**config.mk**
```make
export PLATFORM = sky130hd
export DESIGN_NAME = automatic_door_mode_controller
export DESIGN_NICKNAME = d
export VERILOG_FILES = /design/src/hdl/adc_pkg.sv /design/src/hdl/adc_step.sv /design/src/hdl/automatic_door_mode_controller.sv
export SDC_FILE = /design/constraint.sdc
export NUM_CORES = 1
export LEC_CHECK = 0
export ABC_AREA = 1
export ABC_CLOCK_PERIOD_IN_PS = 9800
export BUFFER_PORTS_ARGS = -buffer_cell sky130_fd_sc_hd__buf_2
export CAP_MARGIN = 20
export CORE_UTILIZATION = 60
export CTS_CLUSTER_DIAMETER = 50
export DETAILED_ROUTE_END_ITERATION = 10
export PLACE_DENSITY = 0.8
export SLEW_MARGIN = 5
export SYNTH_ARGS = -nofsm -noshare
export SYNTH_HDL_FRONTEND = slang
export SYNTH_SLANG_ARGS = --single-unit
```
**constraint.sdc**
```tcl
create_clock -name i_clk -period 9.8 [get_ports i_clk]
set_input_delay 0.49 -clock i_clk [delete_from_list [all_inputs] [get_ports i_clk]]
set_output_delay 0.49 -clock i_clk [all_outputs]
set_load 0.005 [all_outputs]
```
**src/hdl/adc_pkg.sv**
```systemverilog
// Shared types and constants for the automatic door mode controller.
// No dependencies; used by adc_step, the top level and the checker.
`timescale 1ns / 1ps
`default_nettype none

package adc_pkg;

    // Door phase, one-hot
    typedef enum logic [4:0] {
        PH_IDLE    = 5'b00001,
        PH_BLINK   = 5'b00010,
        PH_OPENING = 5'b00100,
        PH_HOLDING = 5'b01000,
        PH_CLOSING = 5'b10000
    } t_phase;

    typedef struct packed {
        t_phase      phase;
        logic [15:0] timer;
        logic        first_pending;
    } t_state;

    // drive word codes: bit0 open, bit1 close, bit2 lamp
    localparam logic [2:0] DRIVE_OFF   = 3'd0;
    localparam logic [2:0] DRIVE_LAMP  = 3'd4;
    localparam logic [2:0] DRIVE_OPEN  = 3'd5;
    localparam logic [2:0] DRIVE_CLOSE = 3'd6;

    localparam logic [1:0] MODE_OFF    = 2'd0;
    localparam logic [1:0] MODE_REPAIR = 2'd1;
    localparam logic [1:0] MODE_MANUAL = 2'd2;
    localparam logic [1:0] MODE_AUTO   = 2'd3;

    // configuration register indexes
    localparam logic CFG_HOLD_OPEN = 1'b0;
    localparam logic CFG_BLINK     = 1'b1;

    localparam logic [15:0] HOLD_OPEN_RESET = 16'd150;
    localparam logic [15:0] BLINK_RESET     = 16'd250;

    // sensor_port_low bit positions
    localparam int LO_SW1      = 0;
    localparam int LO_SW2      = 1;
    localparam int LO_OPEN_BTN = 2;
    localparam int LO_CLOSE_BTN = 3;
    localparam int LO_OPEN_END = 4;
    localparam int LO_CLOSED_END = 6;
    localparam int LO_REAR_LB  = 7;
    // sensor_port_high bit positions
    localparam int HI_FRONT_LB = 0;
    localparam int HI_MOTION   = 1;

endpackage

`default_nettype wire

```
**src/hdl/adc_step.sv**
```systemverilog
// One tick of the door controller: next state, drive word and mode.
// Pure combinational; uses adc_pkg.
`timescale 1ns / 1ps
`default_nettype none

module adc_step (
    input  wire logic [7:0]      i_lo,
    input  wire logic [2:0]      i_hi,
    input  wire logic [15:0]     i_hold_ticks,
    input  wire logic [15:0]     i_blink_ticks,
    input  wire adc_pkg::t_state i_state,
    output adc_pkg::t_state      o_state,
    output logic [2:0]           o_drive,
    output logic [1:0]           o_mode
);

    logic sw1, sw2, open_btn, close_btn, open_end, closed_end;
    logic presence, demand, close_ok;

    assign sw1        = i_lo[adc_pkg::LO_SW1];
    assign sw2        = i_lo[adc_pkg::LO_SW2];
    assign open_btn   = i_lo[adc_pkg::LO_OPEN_BTN];
    assign close_btn  = i_lo[adc_pkg::LO_CLOSE_BTN];
    assign open_end   = i_lo[adc_pkg::LO_OPEN_END];
    assign closed_end = i_lo[adc_pkg::LO_CLOSED_END];
    assign presence   = i_lo[adc_pkg::LO_REAR_LB] | i_hi[adc_pkg::HI_FRONT_LB]
                      | i_hi[adc_pkg::HI_MOTION];
    assign demand     = presence | open_btn;
    // close button overrides demand, never past the closed end
    assign close_ok   = !closed_end && (!demand || close_btn);
    assign o_mode     = {sw1, sw2};

    always_comb begin
        adc_pkg::t_phase ph;
        logic [15:0]     tm;
        logic            fp;
        logic            done;
        logic [2:0]      drv;

        ph   = i_state.phase;
        tm   = i_state.timer;
        fp   = i_state.first_pending;
        done = 1'b0;
        drv  = adc_pkg::DRIVE_OFF;

        if (o_mode == adc_pkg::MODE_AUTO) begin
            if (fp) begin
                fp = 1'b0;
                ph = adc_pkg::PH_BLINK;
                tm = i_blink_ticks;
            end
            if (ph == adc_pkg::PH_BLINK) begin
                if (tm != 16'd0) begin
                    tm   = tm - 16'd1;
                    drv  = adc_pkg::DRIVE_LAMP;
                    done = 1'b1;
                end else begin
                    ph = adc_pkg::PH_IDLE;
                end
            end
            if (!done && ph == adc_pkg::PH_OPENING) begin
                if (!open_end) begin
                    drv  = adc_pkg::DRIVE_OPEN;
                    done = 1'b1;
                end else begin
                    ph = adc_pkg::PH_HOLDING;
                    tm = i_hold_ticks;
                end
            end
            if (!done && ph == adc_pkg::PH_HOLDING) begin
                if (tm != 16'd0) begin
                    tm   = tm - 16'd1;
                    done = 1'b1;
                end else begin
                    ph = adc_pkg::PH_IDLE;
                end
            end
            if (!done && ph == adc_pkg::PH_CLOSING) begin
                done = 1'b1;
                if (close_ok) begin
                    drv = adc_pkg::DRIVE_CLOSE;
                end else begin
                    ph = adc_pkg::PH_IDLE;
                end
            end
            // idle, or any code that is not a single phase
            if (!done) begin
                ph = adc_pkg::PH_IDLE;
                tm = 16'd0;
                if (open_end) begin
                    if (close_ok) begin
                        ph  = adc_pkg::PH_CLOSING;
                        drv = adc_pkg::DRIVE_CLOSE;
                    end
                end else if (demand) begin
                    ph  = adc_pkg::PH_OPENING;
                    drv = adc_pkg::DRIVE_OPEN;
                end
            end
        end else begin
            ph = adc_pkg::PH_IDLE;
            tm = 16'd0;
            if (o_mode == adc_pkg::MODE_REPAIR) begin
                if (!open_end && demand) begin
                    drv = adc_pkg::DRIVE_OPEN;
                end else if (close_btn && !closed_end) begin
                    drv = adc_pkg::DRIVE_CLOSE;
                end
            end else if (o_mode == adc_pkg::MODE_MANUAL) begin
                if (open_btn && !close_btn && !open_end) begin
                    drv = adc_pkg::DRIVE_OPEN;
                end else if (close_btn && !open_btn && !closed_end) begin
                    drv = adc_pkg::DRIVE_CLOSE;
                end
            end
        end

        o_state.phase         = ph;
        o_state.timer         = tm;
        o_state.first_pending = fp;
        o_drive               = drv;
    end

endmodule

`default_nettype wire

```
**src/hdl/automatic_door_mode_controller.sv**
```systemverilog
// Top level of the automatic door mode controller: handshakes, registers, config.
// Depends on adc_pkg and adc_step.
`timescale 1ns / 1ps
`default_nettype none

// Usage
//  - Input channel: one beat per sensor tick (i_sensor_port_low/high) on
//    i_in_valid, held off by o_in_stall.
//  - Output channel: one beat per input beat (o_drive_word, o_mode) on
//    o_out_valid, held off by i_out_stall.
//  - Pipeline: two register stages; the input register loads at the accepting
//    edge and the tick logic moves the beat into the result register as soon
//    as that register is empty or not held by i_out_stall.
//  - Throughput: one beat per cycle while the output is not stalled; the door state is updated as each beat
//    moves from the input register into the result register, so beats may
//    follow back to back.
//  - A stall on the output holds the result register; the input register
//    still takes one more beat, after which o_in_stall rises until the
//    output drains.
//  - Config: i_cfg_we with i_cfg_index (0 hold-open ticks, 1 start-up lamp
//    ticks) and 16-bit i_cfg_data; write only while no beats are in flight.
//  - Reset (synchronous, i_rst_n low): both stages empty, door phase idle,
//    timer zero, start-up lamp owed, hold 150 and lamp 250 ticks.
module automatic_door_mode_controller (
    input  wire logic        i_clk,
    input  wire logic        i_rst_n,
    input  wire logic        i_in_valid,
    output logic             o_in_stall,
    input  wire logic [7:0]  i_sensor_port_low,
    input  wire logic [2:0]  i_sensor_port_high,
    output logic             o_out_valid,
    input  wire logic        i_out_stall,
    output logic [2:0]       o_drive_word,
    output logic [1:0]       o_mode,
    input  wire logic        i_cfg_we,
    input  wire logic        i_cfg_index,
    input  wire logic [15:0] i_cfg_data
);

    // input register
    logic            r_s1_valid;
    logic [7:0]      r_s1_lo;
    logic [2:0]      r_s1_hi;
    // result register
    logic            r_out_valid;
    logic [2:0]      r_drive;
    logic [1:0]      r_mode;
    // door state and config
    adc_pkg::t_state r_state;
    logic [15:0]     r_hold_ticks;
    logic [15:0]     r_blink_ticks;

    adc_pkg::t_state n_state;
    logic [2:0]      n_drive;
    logic [1:0]      n_mode;

    logic out_free;   // result register can take a beat this cycle
    logic advance;    // input register moves into the result register
    logic in_take;

    assign out_free   = !r_out_valid || !i_out_stall;
    assign advance    = r_s1_valid && out_free;
    assign o_in_stall = r_s1_valid && !out_free;
    assign in_take    = i_in_valid && !o_in_stall;

    adc_step u_step (
        .i_lo          (r_s1_lo),
        .i_hi          (r_s1_hi),
        .i_hold_ticks  (r_hold_ticks),
        .i_blink_ticks (r_blink_ticks),
        .i_state       (r_state),
        .o_state       (n_state),
        .o_drive       (n_drive),
        .o_mode        (n_mode)
    );

    always_ff @(posedge i_clk) begin
        if (!i_rst_n) begin
            r_s1_valid  <= 1'b0;
            r_out_valid <= 1'b0;
        end else begin
            if (in_take) begin
                r_s1_valid <= 1'b1;
            end else if (advance) begin
                r_s1_valid <= 1'b0;
            end
            if (advance) begin
                r_out_valid <= 1'b1;
            end else if (!i_out_stall) begin
                r_out_valid <= 1'b0;
            end
        end
    end

    // payload
    always_ff @(posedge i_clk) begin
        if (in_take) begin
            r_s1_lo <= i_sensor_port_low;
            r_s1_hi <= i_sensor_port_high;
        end
        if (advance) begin
            r_drive <= n_drive;
            r_mode  <= n_mode;
        end
    end

    // door state steps once per beat
    always_ff @(posedge i_clk) begin
        if (!i_rst_n) begin
            r_state.phase         <= adc_pkg::PH_IDLE;
            r_state.timer         <= 16'd0;
            r_state.first_pending <= 1'b1;
        end else if (advance) begin
            r_state <= n_state;
        end
    end

    always_ff @(posedge i_clk) begin
        if (!i_rst_n) begin
            r_hold_ticks  <= adc_pkg::HOLD_OPEN_RESET;
            r_blink_ticks <= adc_pkg::BLINK_RESET;
        end else if (i_cfg_we) begin
            unique case (i_cfg_index)
                adc_pkg::CFG_HOLD_OPEN: r_hold_ticks  <= i_cfg_data;
                adc_pkg::CFG_BLINK:     r_blink_ticks <= i_cfg_data;
                default:                ;
            endcase
        end
    end

    assign o_out_valid  = r_out_valid;
    assign o_drive_word = r_drive;
    assign o_mode       = r_mode;

endmodule

`default_nettype wire

```
==> results.toml <==
[clock_network]
cts_made_buffers = 9
clk_path_buf_depth = 2
cts.sinks = 70
root_buffer = "clkbuf_8"
cts_tree = "done"
post-cts-setup-buffer-count = 0
path_clk_slew_ns = 0.08
cts.htree.levels = 3
cts_hold_buffers = 0
cts_resized = 0
clk_latency_ns = 0.36

[drt]
firstDrtPassIters = 5
dr_total_vias = 4987
wirelength_mm = 12.7
route.detailed.drc = 0
drt-vias-per-instance = 5.64
dr.first_iter.drc_count = 389
antenna_left = 0
wl_per_cell_um = 14.3

[min_path]
hold_path.class = "primary input to flip-flop"
hold_path_depth = 1
hold_start = "i_sensor_port_low[4]"

[logic_synthesis]
synthTopCellsByArea = "dfxtp_1, nand2_1, edfxtp_1, nor2_1, nand3_1"
synth_top_area_share_pct = 23.9
syn_avg_cell_area_um2 = 6.19
yosys-top-cells-count = "nand2_1, nor2_1, inv_1"
synth_top_cell_by_area = "dfxtp_1"
ys_seq_elements = 70
synth-edff-count = 14
syn-num-nets = 794
async_reset_ff_share_pct = 0
synth_warnings = 0
syn_inst = 759
synth_flop_cell = "dfxtp_1"
ys_seq_area_share_pct = 32.8
synthesis.area_um2 = 4700
synth.most_common_cell = "nand2_1"
synth.distinct_cells = 40

[floorplanning]
fp.dieW_um = 90.5
initial_core_util_pct = 63.4
dieHeight_um = 90.5
num_rows = 31
boundaryPins = 40
die_area_um2 = 8190
coreArea_um2 = 7410

[place]
io_buffer_count = 37
gp_congestion = 0.971
hpwl_mm = 9.24

[layout]
num-nets-final = 816
n_antenna_cell = 0
area_delta_synth_final_pct = 8.76
layout-drive-gt1-share_pct = 14.0

[flow_run]
cap_violations = 0

[timing]
fin_worst_skew_ns = 0.0165
fmax_mhz = 235
hold_violations = 0
post-route-min-period_ns = 4.26
rsz0062_at_grt = "false"
slew_headroom_pct = 40.0
finalCritPeriodShare_pct = 43.4
setup-tns-final_ns = 0
worst_slew_pin_slew_ns = 0.897
maxSlewViolCount = 0
setup_viol = 0
whs_ns = 0.301

[grt]
grt_antenna_before_repair = 0
grt_pass1_wl_mm = 20.8
grt.overflow.total = 0
grt_max_degree = 37
grtUsageTotal_pct = 31.8
grt_pass1_vias = 4549

[setup_path]
reg2reg_from = "r_state[0]$_SDFFE_PN1P_"
crit_type = "flip-flop to flip-flop"
crit_path_start = "r_state[0]$_SDFFE_PN1P_"
worst_ep_required_time_ns = 10.00
crit_arrival_ns = 4.46
cpMostUsedCell = "nand2_1"
crit_fanout = 29
cp_top_family = "simple AND/OR/NAND/NOR gates"
end_kind = "flip-flop"
slowest_delay_ns = 0.36
path_depth = 24
cp_num_buf_inv = 4
crit_slowest_cell = "inv_2"
crit_chain = "inv_2, nand2_1, nand2_1, ha_1, nand3_1, nor2_1, nand2_2, nand2_2, nand2_1, nand2_1, nand2_1, nand2_2, ha_1, inv_1, nor2_4, inv_2, nor2_4, nand3_4, a21oi_4, nand2_2, nand2_2, inv_2, nand2_1, a21oi_1"
ff2ff_path_depth = 24
cp-start-kind = "flip-flop"

[pwr]
ir_worst_vdd_v = 0.0000920
p_leak_uw = 0.00238
power_density_nw_per_um2 = 148

[outcome]
status = "finished, final reports clean"
==> report_power, final <==
part	internal, uW	total, uW	switching (uW)
clock network	169	290	120
logic	47.3	154	106
registers	308	315	6.91
==> metal layers <==
layer / vias up / global-route usage (%) / part of all wire (%)
met1: 2272 / 39.8 / 44
met4: 0 / 17.1 / 4.0
li1: 2465 / - / -
met3: 40 / 5.47 / 6.7
met2: 210 / 52.1 / 45
met5: - / 0 / 0
==> cell families after synthesis <==
| group | count (synthesis) | share of synthesized area [%] |
|---|---|---|
| buf+inv | 103 | 9.29 |
| fa+ha+maj | 2 | 0.533 |
| compound gates | 85 | 9.99 |
| simple gates | 494 | 46.4 |
| xor+xnor | 5 | 0.932 |
| flops | 70 | 32.8 |
==> worst paths after layout <==
kind,to,slack [ns]
worst max register to register,r_state[1]$_SDFFE_PN0P_,5.54
worst min register to register,r_state[18]$_SDFFE_PN0P_,0.46
worst min-delay path,r_s1_lo[4]$_DFFE_PP_,0.30
worst max-delay path,r_state[1]$_SDFFE_PN0P_,5.54
==> per-stage QoR <==
| stage | total power (uW) | setup WS, ns | std cells | instance area [um2] | utilization (%) |
|---|---|---|---|---|---|
| after CTS | 756 | 5.63 | 884 | 5100 | 68.9 |
| after global placement | 466 | 5.75 | 868 | 4860 | 65.6 |
| after detailed placement | 471 | 5.66 | 868 | 4860 | 65.6 |
| final | 758 | 5.54 | 885 | 5110 | 69.0 |
| after floorplan | 434 | 6.50 | 759 | 4700 | - |
| after global routing | 789 | 5.15 | 885 | 5110 | 69.0 |
==> worst reg2reg max path: stages, from the launching register on <==
cell	delay, ns
dfxtp_1	0.32
inv_2	0.36
nand2_1	0.09
nand2_1	0.17
ha_1	0.24
nand3_1	0.15
nor2_1	0.27
nand2_2	0.31
nand2_2	0.21
nand2_1	0.07
nand2_1	0.06
nand2_1	0.07
nand2_2	0.14
ha_1	0.22
inv_1	0.12
nor2_4	0.13
inv_2	0.08
nor2_4	0.13
nand3_4	0.19
a21oi_4	0.23
nand2_2	0.12
nand2_2	0.10
inv_2	0.13
nand2_1	0.12
a21oi_1	0.06
==> state kept, by name, indices dropped and copies added (netlist names) <==
name / count
r_s1_hi: 2
r_state: 22
r_hold_ticks: 16
o_drive_word: 3
o_out_valid: 1
o_mode: 2
r_blink_ticks: 16
r_s1_lo: 7
r_s1_valid: 1
==> cell type report <==
type	instances	area [um2]
clock inverter	6	111
sequential	70	1540
clock buffer	10	128
multi-input combinational	586	2720
inverter	74	278
fill	686	2300
tap	99	124
timing repair buffer	40	208
==> cells in the final DEF (no fill, tap or decap), types with 5 or more instances in the layout <==
| master | n |
|---|---|
| a21oi_1 | 34 |
| buf_2 | 37 |
| clkbuf_8 | 9 |
| dfxtp_1 | 56 |
| edfxtp_1 | 14 |
| inv_1 | 66 |
| inv_2 | 5 |
| nand2_1 | 252 |
| nand2_2 | 17 |
| nand3_1 | 64 |
| nand3_2 | 5 |
| nand4_1 | 17 |
| nor2_1 | 101 |
| nor2_2 | 8 |
| o211ai_1 | 6 |
| o21ai_0 | 33 |
| or2_2 | 12 |
Note: power is estimated with default switching activity, not from simulation.
